[src/mavg_pkg.sv]
package mavg_pkg;

  // Port widths fixed by the interface
  localparam int unsigned SampleW = 16;
  localparam int unsigned OutW    = 24;

  // Fractional bits of the result
  localparam int unsigned FracBits = 8;

  // Parameter defaults
  localparam int unsigned DefWindow     = 5;
  localparam int unsigned DefSampleBits = 16;

  // Depth of the queue between front and back
  localparam int unsigned QueueDepth = 2;

endpackage

[src/moving_average_warmup.sv]
// Boxcar moving average with warm-up.
//
// Input channel: sample_i with sample_valid_i / sample_ready_o. Each accepted
// request is one unsigned sample; only its low SAMPLE_BITS bits are used.
// Output channel: average_q8_o with average_q8_valid_o / average_q8_ready_i.
// Each request gives exactly one result: the mean of the last WINDOW samples
// (fewer during warm-up) in unsigned Q.8, truncated.
//
// A two-entry queue takes requests at the front; the back pops one request,
// reads the ring slot it overwrites, updates the running sum, then runs a
// restoring divider by the fill count, one quotient bit per cycle.
// The back accepts a request in S_IDLE, updates the sum and fill count and
// starts the divider in S_UPD, and in S_DIV waits for the quotient and a
// free output register, then registers the result; only then does it take a
// new request. While the receiver stalls the result holds in its output
// register, the back holds its next finished quotient, and the front queue
// keeps taking requests until full. Reset clears the ring fill count, sum
// and write slot, so the block starts a fresh warm-up.
module moving_average_warmup #(
  parameter int unsigned WINDOW      = mavg_pkg::DefWindow,
  parameter int unsigned SAMPLE_BITS = mavg_pkg::DefSampleBits
) (
  input  logic                         clk_i,
  input  logic                         rst_ni,
  input  logic                         sample_valid_i,
  output logic                         sample_ready_o,
  input  logic [mavg_pkg::SampleW-1:0] sample_i,
  output logic                         average_q8_valid_o,
  input  logic                         average_q8_ready_i,
  output logic [mavg_pkg::OutW-1:0]    average_q8_o
);
  import mavg_pkg::*;

  localparam int unsigned UW = (SAMPLE_BITS < SampleW) ? SAMPLE_BITS : SampleW;

  logic          q_valid;
  logic          q_ready;
  logic [UW-1:0] q_sample;

  mavg_queue #(
    .W(UW)
  ) u_queue (
    .clk_i       (clk_i),
    .rst_ni      (rst_ni),
    .push_valid_i(sample_valid_i),
    .push_ready_o(sample_ready_o),
    .push_data_i (sample_i[UW-1:0]),
    .pop_valid_o (q_valid),
    .pop_ready_i (q_ready),
    .pop_data_o  (q_sample)
  );

  mavg_core #(
    .WINDOW(WINDOW),
    .UW    (UW)
  ) u_core (
    .clk_i       (clk_i),
    .rst_ni      (rst_ni),
    .req_valid_i (q_valid),
    .req_ready_o (q_ready),
    .req_sample_i(q_sample),
    .res_valid_o (average_q8_valid_o),
    .res_ready_i (average_q8_ready_i),
    .res_avg_o   (average_q8_o)
  );

endmodule

[src/mavg_queue.sv]
module mavg_queue #(
  parameter int unsigned W = 16
) (
  input  logic         clk_i,
  input  logic         rst_ni,
  input  logic         push_valid_i,
  output logic         push_ready_o,
  input  logic [W-1:0] push_data_i,
  output logic         pop_valid_o,
  input  logic         pop_ready_i,
  output logic [W-1:0] pop_data_o
);
  import mavg_pkg::*;

  localparam int unsigned PtrW = (QueueDepth > 1) ? $clog2(QueueDepth) : 1;
  localparam int unsigned CntW = $clog2(QueueDepth + 1);

  logic [W-1:0]    entry_q [QueueDepth];
  logic [PtrW-1:0] wr_ptr_q, rd_ptr_q;
  logic [CntW-1:0] count_q;
  logic            push, pop;

  assign push_ready_o = (count_q != CntW'(QueueDepth));
  assign pop_valid_o  = (count_q != '0);
  assign pop_data_o   = entry_q[rd_ptr_q];
  assign push         = push_valid_i && push_ready_o;
  assign pop          = pop_valid_o && pop_ready_i;

  // Store incoming requests
  always_ff @(posedge clk_i) begin
    if (push) begin
      entry_q[wr_ptr_q] <= push_data_i;
    end
  end

  // Advance pointers and track occupancy
  always_ff @(posedge clk_i or negedge rst_ni) begin
    if (!rst_ni) begin
      wr_ptr_q <= '0;
      rd_ptr_q <= '0;
      count_q  <= '0;
    end else begin
      if (push) begin
        wr_ptr_q <= (wr_ptr_q == PtrW'(QueueDepth - 1)) ? '0 : wr_ptr_q + 1'b1;
      end
      if (pop) begin
        rd_ptr_q <= (rd_ptr_q == PtrW'(QueueDepth - 1)) ? '0 : rd_ptr_q + 1'b1;
      end
      if (push && !pop) begin
        count_q <= count_q + 1'b1;
      end else if (pop && !push) begin
        count_q <= count_q - 1'b1;
      end
    end
  end

endmodule

[src/mavg_div.sv]
module mavg_div #(
  parameter int unsigned DW = 27,
  parameter int unsigned VW = 3
) (
  input  logic          clk_i,
  input  logic          rst_ni,
  input  logic          start_i,
  input  logic [DW-1:0] dividend_i,
  input  logic [VW-1:0] divisor_i,
  output logic          busy_o,
  output logic [DW-1:0] quotient_o
);
  import mavg_pkg::*;

  localparam int unsigned CW = $clog2(DW + 1);

  logic [DW-1:0] dq_q;
  logic [VW-1:0] rem_q, rem_d;
  logic [VW-1:0] dvs_q;
  logic [CW-1:0] cnt_q;
  logic          run_q;
  logic [VW:0]   trial;
  logic          qbit;

  // One restoring step: shift in the next dividend bit, subtract if it fits
  always_comb begin
    trial = {rem_q, dq_q[DW-1]};
    qbit  = (trial >= {1'b0, dvs_q});
    rem_d = qbit ? VW'(trial - {1'b0, dvs_q}) : VW'(trial);
  end

  assign busy_o     = run_q;
  assign quotient_o = dq_q;

  // Shift dividend out and quotient bits in, one per cycle
  always_ff @(posedge clk_i) begin
    if (start_i) begin
      dq_q  <= dividend_i;
      rem_q <= '0;
      dvs_q <= divisor_i;
    end else if (run_q) begin
      dq_q  <= {dq_q[DW-2:0], qbit};
      rem_q <= rem_d;
    end
  end

  // Count the steps
  always_ff @(posedge clk_i or negedge rst_ni) begin
    if (!rst_ni) begin
      run_q <= 1'b0;
      cnt_q <= '0;
    end else if (start_i) begin
      run_q <= 1'b1;
      cnt_q <= CW'(DW);
    end else if (run_q) begin
      cnt_q <= cnt_q - 1'b1;
      if (cnt_q == CW'(1)) begin
        run_q <= 1'b0;
      end
    end
  end

endmodule

[src/mavg_core.sv]
module mavg_core #(
  parameter int unsigned WINDOW = 5,
  parameter int unsigned UW     = 16
) (
  input  logic                     clk_i,
  input  logic                     rst_ni,
  input  logic                     req_valid_i,
  output logic                     req_ready_o,
  input  logic [UW-1:0]            req_sample_i,
  output logic                     res_valid_o,
  input  logic                     res_ready_i,
  output logic [mavg_pkg::OutW-1:0] res_avg_o
);
  import mavg_pkg::*;

  localparam int unsigned CntW  = $clog2(WINDOW + 1);
  localparam int unsigned SlotW = (WINDOW > 1) ? $clog2(WINDOW) : 1;
  localparam int unsigned SumW  = UW + CntW;
  localparam int unsigned QW    = SumW + FracBits;

  typedef enum logic [1:0] {
    S_IDLE,
    S_UPD,
    S_DIV
  } state_e;

  state_e          state_q;
  logic [UW-1:0]   ring [WINDOW];
  logic [UW-1:0]   old_rd_q;
  logic [UW-1:0]   sample_q;
  logic [SlotW-1:0] slot_q;
  logic [CntW-1:0] fill_q, fill_d;
  logic [SumW-1:0] sum_q, sum_d;
  logic [UW-1:0]   old_val;
  logic            full;
  logic            ring_we;
  logic            div_start;
  logic            div_busy;
  logic [QW-1:0]   quotient;
  logic            res_valid_q;
  logic [OutW-1:0] res_avg_q;
  logic            res_free;

  assign full        = (fill_q == CntW'(WINDOW));
  assign old_val     = full ? old_rd_q : '0;
  assign sum_d       = sum_q - SumW'(old_val) + SumW'(sample_q);
  assign fill_d      = full ? fill_q : fill_q + 1'b1;
  assign ring_we     = (state_q == S_UPD);
  assign div_start   = (state_q == S_UPD);
  assign req_ready_o = (state_q == S_IDLE);
  assign res_free    = !res_valid_q || res_ready_i;
  assign res_valid_o = res_valid_q;
  assign res_avg_o   = res_avg_q;

  // Sample ring: read the slot about to be overwritten, write the new sample
  always_ff @(posedge clk_i) begin
    if (ring_we) begin
      ring[slot_q] <= sample_q;
    end
    old_rd_q <= ring[slot_q];
  end

  // Hold the request sample
  always_ff @(posedge clk_i) begin
    if (req_valid_i && req_ready_o) begin
      sample_q <= req_sample_i;
    end
  end

  mavg_div #(
    .DW(QW),
    .VW(CntW)
  ) u_div (
    .clk_i     (clk_i),
    .rst_ni    (rst_ni),
    .start_i   (div_start),
    .dividend_i({sum_d, {FracBits{1'b0}}}),
    .divisor_i (fill_d),
    .busy_o    (div_busy),
    .quotient_o(quotient)
  );

  // Sequence one request: fetch, update, divide, hand off
  always_ff @(posedge clk_i or negedge rst_ni) begin
    if (!rst_ni) begin
      state_q     <= S_IDLE;
      slot_q      <= '0;
      fill_q      <= '0;
      sum_q       <= '0;
      res_valid_q <= 1'b0;
      res_avg_q   <= '0;
    end else begin
      if (res_valid_q && res_ready_i) begin
        res_valid_q <= 1'b0;
      end
      case (state_q)
        S_IDLE: begin
          if (req_valid_i) begin
            state_q <= S_UPD;
          end
        end
        S_UPD: begin
          sum_q   <= sum_d;
          fill_q  <= fill_d;
          slot_q  <= (slot_q == SlotW'(WINDOW - 1)) ? '0 : slot_q + 1'b1;
          state_q <= S_DIV;
        end
        S_DIV: begin
          if (!div_busy && res_free) begin
            res_valid_q <= 1'b1;
            res_avg_q   <= OutW'(quotient);
            state_q     <= S_IDLE;
          end
        end
        default: begin
          state_q <= S_IDLE;
        end
      endcase
    end
  end

endmodule

[config.mk]
export PLATFORM = sky130hd
export DESIGN_NAME = moving_average_warmup
export DESIGN_NICKNAME = d
export VERILOG_FILES = /design/src/mavg_pkg.sv /design/src/moving_average_warmup.sv /design/src/mavg_queue.sv /design/src/mavg_div.sv /design/src/mavg_core.sv
export SDC_FILE = /design/constraint.sdc
export NUM_CORES = 1
export LEC_CHECK = 0
export BUFFER_PORTS_ARGS = -buffer_cell sky130_fd_sc_hd__clkbuf_2
export CAP_MARGIN = 20
export CORE_MARGIN = 1
export CORE_UTILIZATION = 60
export DETAILED_ROUTE_END_ITERATION = 16
export PLACE_DENSITY = 0.89
export REMOVE_ABC_BUFFERS = 1
export SYNTH_ARGS = -nofsm -noshare
export SYNTH_HDL_FRONTEND = slang
export SYNTH_SLANG_ARGS = --single-unit
[constraint.sdc]
create_clock -name clk_i -period 4.2 [get_ports clk_i]
set_clock_uncertainty 0.15 [all_clocks]
set_input_delay 0.84 -clock clk_i [delete_from_list [all_inputs] [get_ports clk_i]]
set_output_delay 0.84 -clock clk_i [all_outputs]
set_load 0.1 [all_outputs]
==> impl_metrics.py <==
metrics = {
    "yosys": {
        "synth_area_um2": 10500,
        "ys_ff_latch": 239,
        "synth_edf_count": 150,
        "synthTopCellsByArea": "edfxtp_1 43%, dfrtp_1 15%, mux2_2 5.5%",
        "yosysWarnings": 0,
        "synth.avg_cell_area_um2": 13.3,
        "synth_top_cell_by_area": "edfxtp_1",
        "yosys-top-cells-count": "150 x edfxtp_1, 83 x inv_1, 73 x nand2_1, 62 x dfrtp_1, 51 x mux2_2",
        "synthArstFlopShare": 0.259,
        "synth.most_common_cell": "edfxtp_1",
        "synth_ff_type": "edfxtp_1",
        "synth_top_area_frac": 0.430,
        "yosys.cell_types.count": 62,
        "syn-instance-count": 785,
        "yosysSeqAreaShare": 0.630,
    },
    "timing": {
        "setup_viol": 0,
        "final_max_slew_viol_count": 0,
        "period_needed_ns": 3.86,
        "worst_pin_slew_ns": 1.02,
        "fin_setup_tns_ns": 0,
        "rsz0062_at_grt": "no",
        "slew_headroom": 0.319,
        "final_hold_viol_count": 0,
        "clock.fmax_ghz": 0.259,
        "finalCritPeriodShare": 0.920,
    },
    "die": {
        "die_h_um": 134,
        "core_um2": 16800,
        "die_area_um2": 18000,
        "rows": 47,
        "top_level_ports": 46,
        "start_util": 0.623,
        "die_x_um": 134,
    },
    "global_routing": {
        "grt_pass1_wl_mm": 31.3,
        "globalRouteTotalUtil": 0.222,
        "antenna_found_initial": 0,
        "overflow": 0,
        "grt_max_degree": 63,
        "grt_pass1_vias": 6263,
    },
    "route": {
        "ant_nets": 0,
        "drc": 0,
        "wirelength_mm": 19.3,
        "avgViaCountPerCell": 5.68,
        "via_count": 6062,
        "first_pass_iters": 6,
        "detailedRoute.firstIterationViolations": 529,
        "wl_per_cell_um": 18.1,
    },
    "job": {
        "max_cap_violations": 0,
    },
    "clock_network": {
        "cts_tree": "done",
        "cts_root_buf": "clkbuf_16",
        "cts_made_buffers": 23,
        "clock-sinks": 239,
        "ctsHoldBuffers": 0,
        "cts_resized": 0,
        "clk_path_buf_depth": 3,
        "post-cts-setup-buffer-count": 0,
        "clk_latency_ns": 0.52,
        "clk_pin_slew_ns": 0.07,
        "htreeDepth": 1,
    },
    "final_layout": {
        "final_nets": 897,
        "layout-area-overhead-vs-synth_pct": 11.9,
        "drive_gt1_frac": 0.200,
        "diodes": 0,
    },
    "worst_hold_path": {
        "hold_path.class": "input port to async pin",
    },
    "critical_path": {
        "crit_fanout": 18,
        "required_ns": 4.30,
        "path_cells": "ha_1, and3_1, fa_1, inv_1, ha_1, a21o_1, a21oi_2, a21oi_1, o2111ai_1, and2_1, nor3_1, or3b_1",
        "cpMostUsedCell": "ha_1",
        "end_kind": "flop",
        "critPathMaxStageDelay_ns": 0.47,
        "critPathSlowestCell": "fa_1",
        "arrival_ns": 3.97,
        "critPathLaunchType": "flop",
        "critPathKind": "flop to flop",
    },
    "place": {
        "hpwl_mm": 12.9,
        "port_buffers": 45,
        "gp_congestion": 0.928,
    },
    "run_status": {
        "status": "completed",
    },
}
[placed cells by master (no fill, tap or decap), types with 11 or more instances in the layout]
cell,netlist,routed
a21oi_1,27,27
and3_1,19,19
clkbuf_16,0,24
clkbuf_2,1,44
dfrtp_1,62,62
dfxtp_1,27,27
edfxtp_1,150,150
fa_1,17,17
ha_1,29,29
inv_1,83,83
mux2_2,51,51
mux2i_1,19,19
nand2_1,73,73
nand4_1,11,11
nor2_1,33,33
o21ai_0,29,29
xnor2_1,18,18
[logic make-up (layout without fill, tap and decap cells)]
| group | Yosys count | after routing | synth area share |
|---|---|---|---|
| muxes | 79 | 79 | 0.0923 |
| DFF | 239 | 239 | 0.630 |
| xor gates and xnor gates | 27 | 27 | 0.0226 |
| buffers and inverters | 118 | 181 | 0.0441 |
| AOI/OAI and AO/OA | 102 | 102 | 0.0648 |
| and+or+nand+nor | 174 | 174 | 0.0795 |
| adders and majority gates | 46 | 46 | 0.0671 |
[sequential cells by signal (all words and copies together), names as in the netlist, 3 cells and up]
name	cells
u_core.fill_q	3
u_core.old_rd_q	16
u_core.res_avg_o	24
u_core.ring	80
u_core.sample_q	16
u_core.slot_q	3
u_core.sum_q	19
u_core.u_div.cnt_q	5
u_core.u_div.dvs_q	3
u_core.u_div.quotient_o	27
u_core.u_div.rem_q	3
u_queue.entry_q	32
[final timing paths]
check | startpoint | end | slack, ns | depth (start not counted)
max | u_core.fill_q[0] | u_core.u_div.quotient_o[25] | 0.34 | 12
min | rst_ni | u_core.sum_q[15] | 0.25 | 1
max reg2reg | u_core.fill_q[0] | u_core.u_div.quotient_o[25] | 0.34 | 12
min reg2reg | u_core.ring[3][5] | u_core.old_rd_q[5] | 0.33 | 2
max in group asynchronous | rst_ni | u_queue.count_q[1] | 2.73 | 2
min in group clk_i | u_core.ring[3][5] | u_core.old_rd_q[5] | 0.33 | 2
[final cells by class]
type	instances	area, um^2
Clock inverter	12	130
Timing Repair Buffer	55	318
Inverter	84	315
Clock buffer	30	642
Sequential cell	239	6600
Fill cell	1102	5090
Multi-Input combinational cell	428	3450
Tap cell	220	275
[critical path, delay by kind of cell (launching register included)]
family | cells | cell delay (ns)
adder cells (fa/ha/maj) | 3 | 1.24
flip-flops | 1 | 0.44
AND/OR/NAND/NOR | 4 | 0.90
buffers and inverters | 1 | 0.04
AO/OA/AOI/OAI | 4 | 0.85
[stage by stage]
stage          utilization  hold slack (ns)  instance area [um^2]  cells  setup slack [ns]
5_1_grt              0.697            0.286                 11700   1068            0.0841
2_1_floorplan            -            0.291                 10300    751             0.730
3_5_place_dp         0.650            0.308                 10900   1025             0.410
3_3_place_gp         0.650            0.299                 10900   1025             0.472
6_report             0.697            0.248                 11700   1068             0.337
4_1_cts              0.696            0.256                 11700   1067             0.391
[layer usage]
layer	up-vias	wire length (um)	part of all wire	GRT usage
met3	37	797	0.041	0.0287
met2	168	9700	0.50	0.377
met1	2990	8330	0.43	0.295
met5	-	0	0	0
met4	0	499	0.026	0.0811
li1	2867	-	-	-
Power is not shown: default switching activity piles up to over one toggle a cycle in this logic, so the estimate is an artifact.
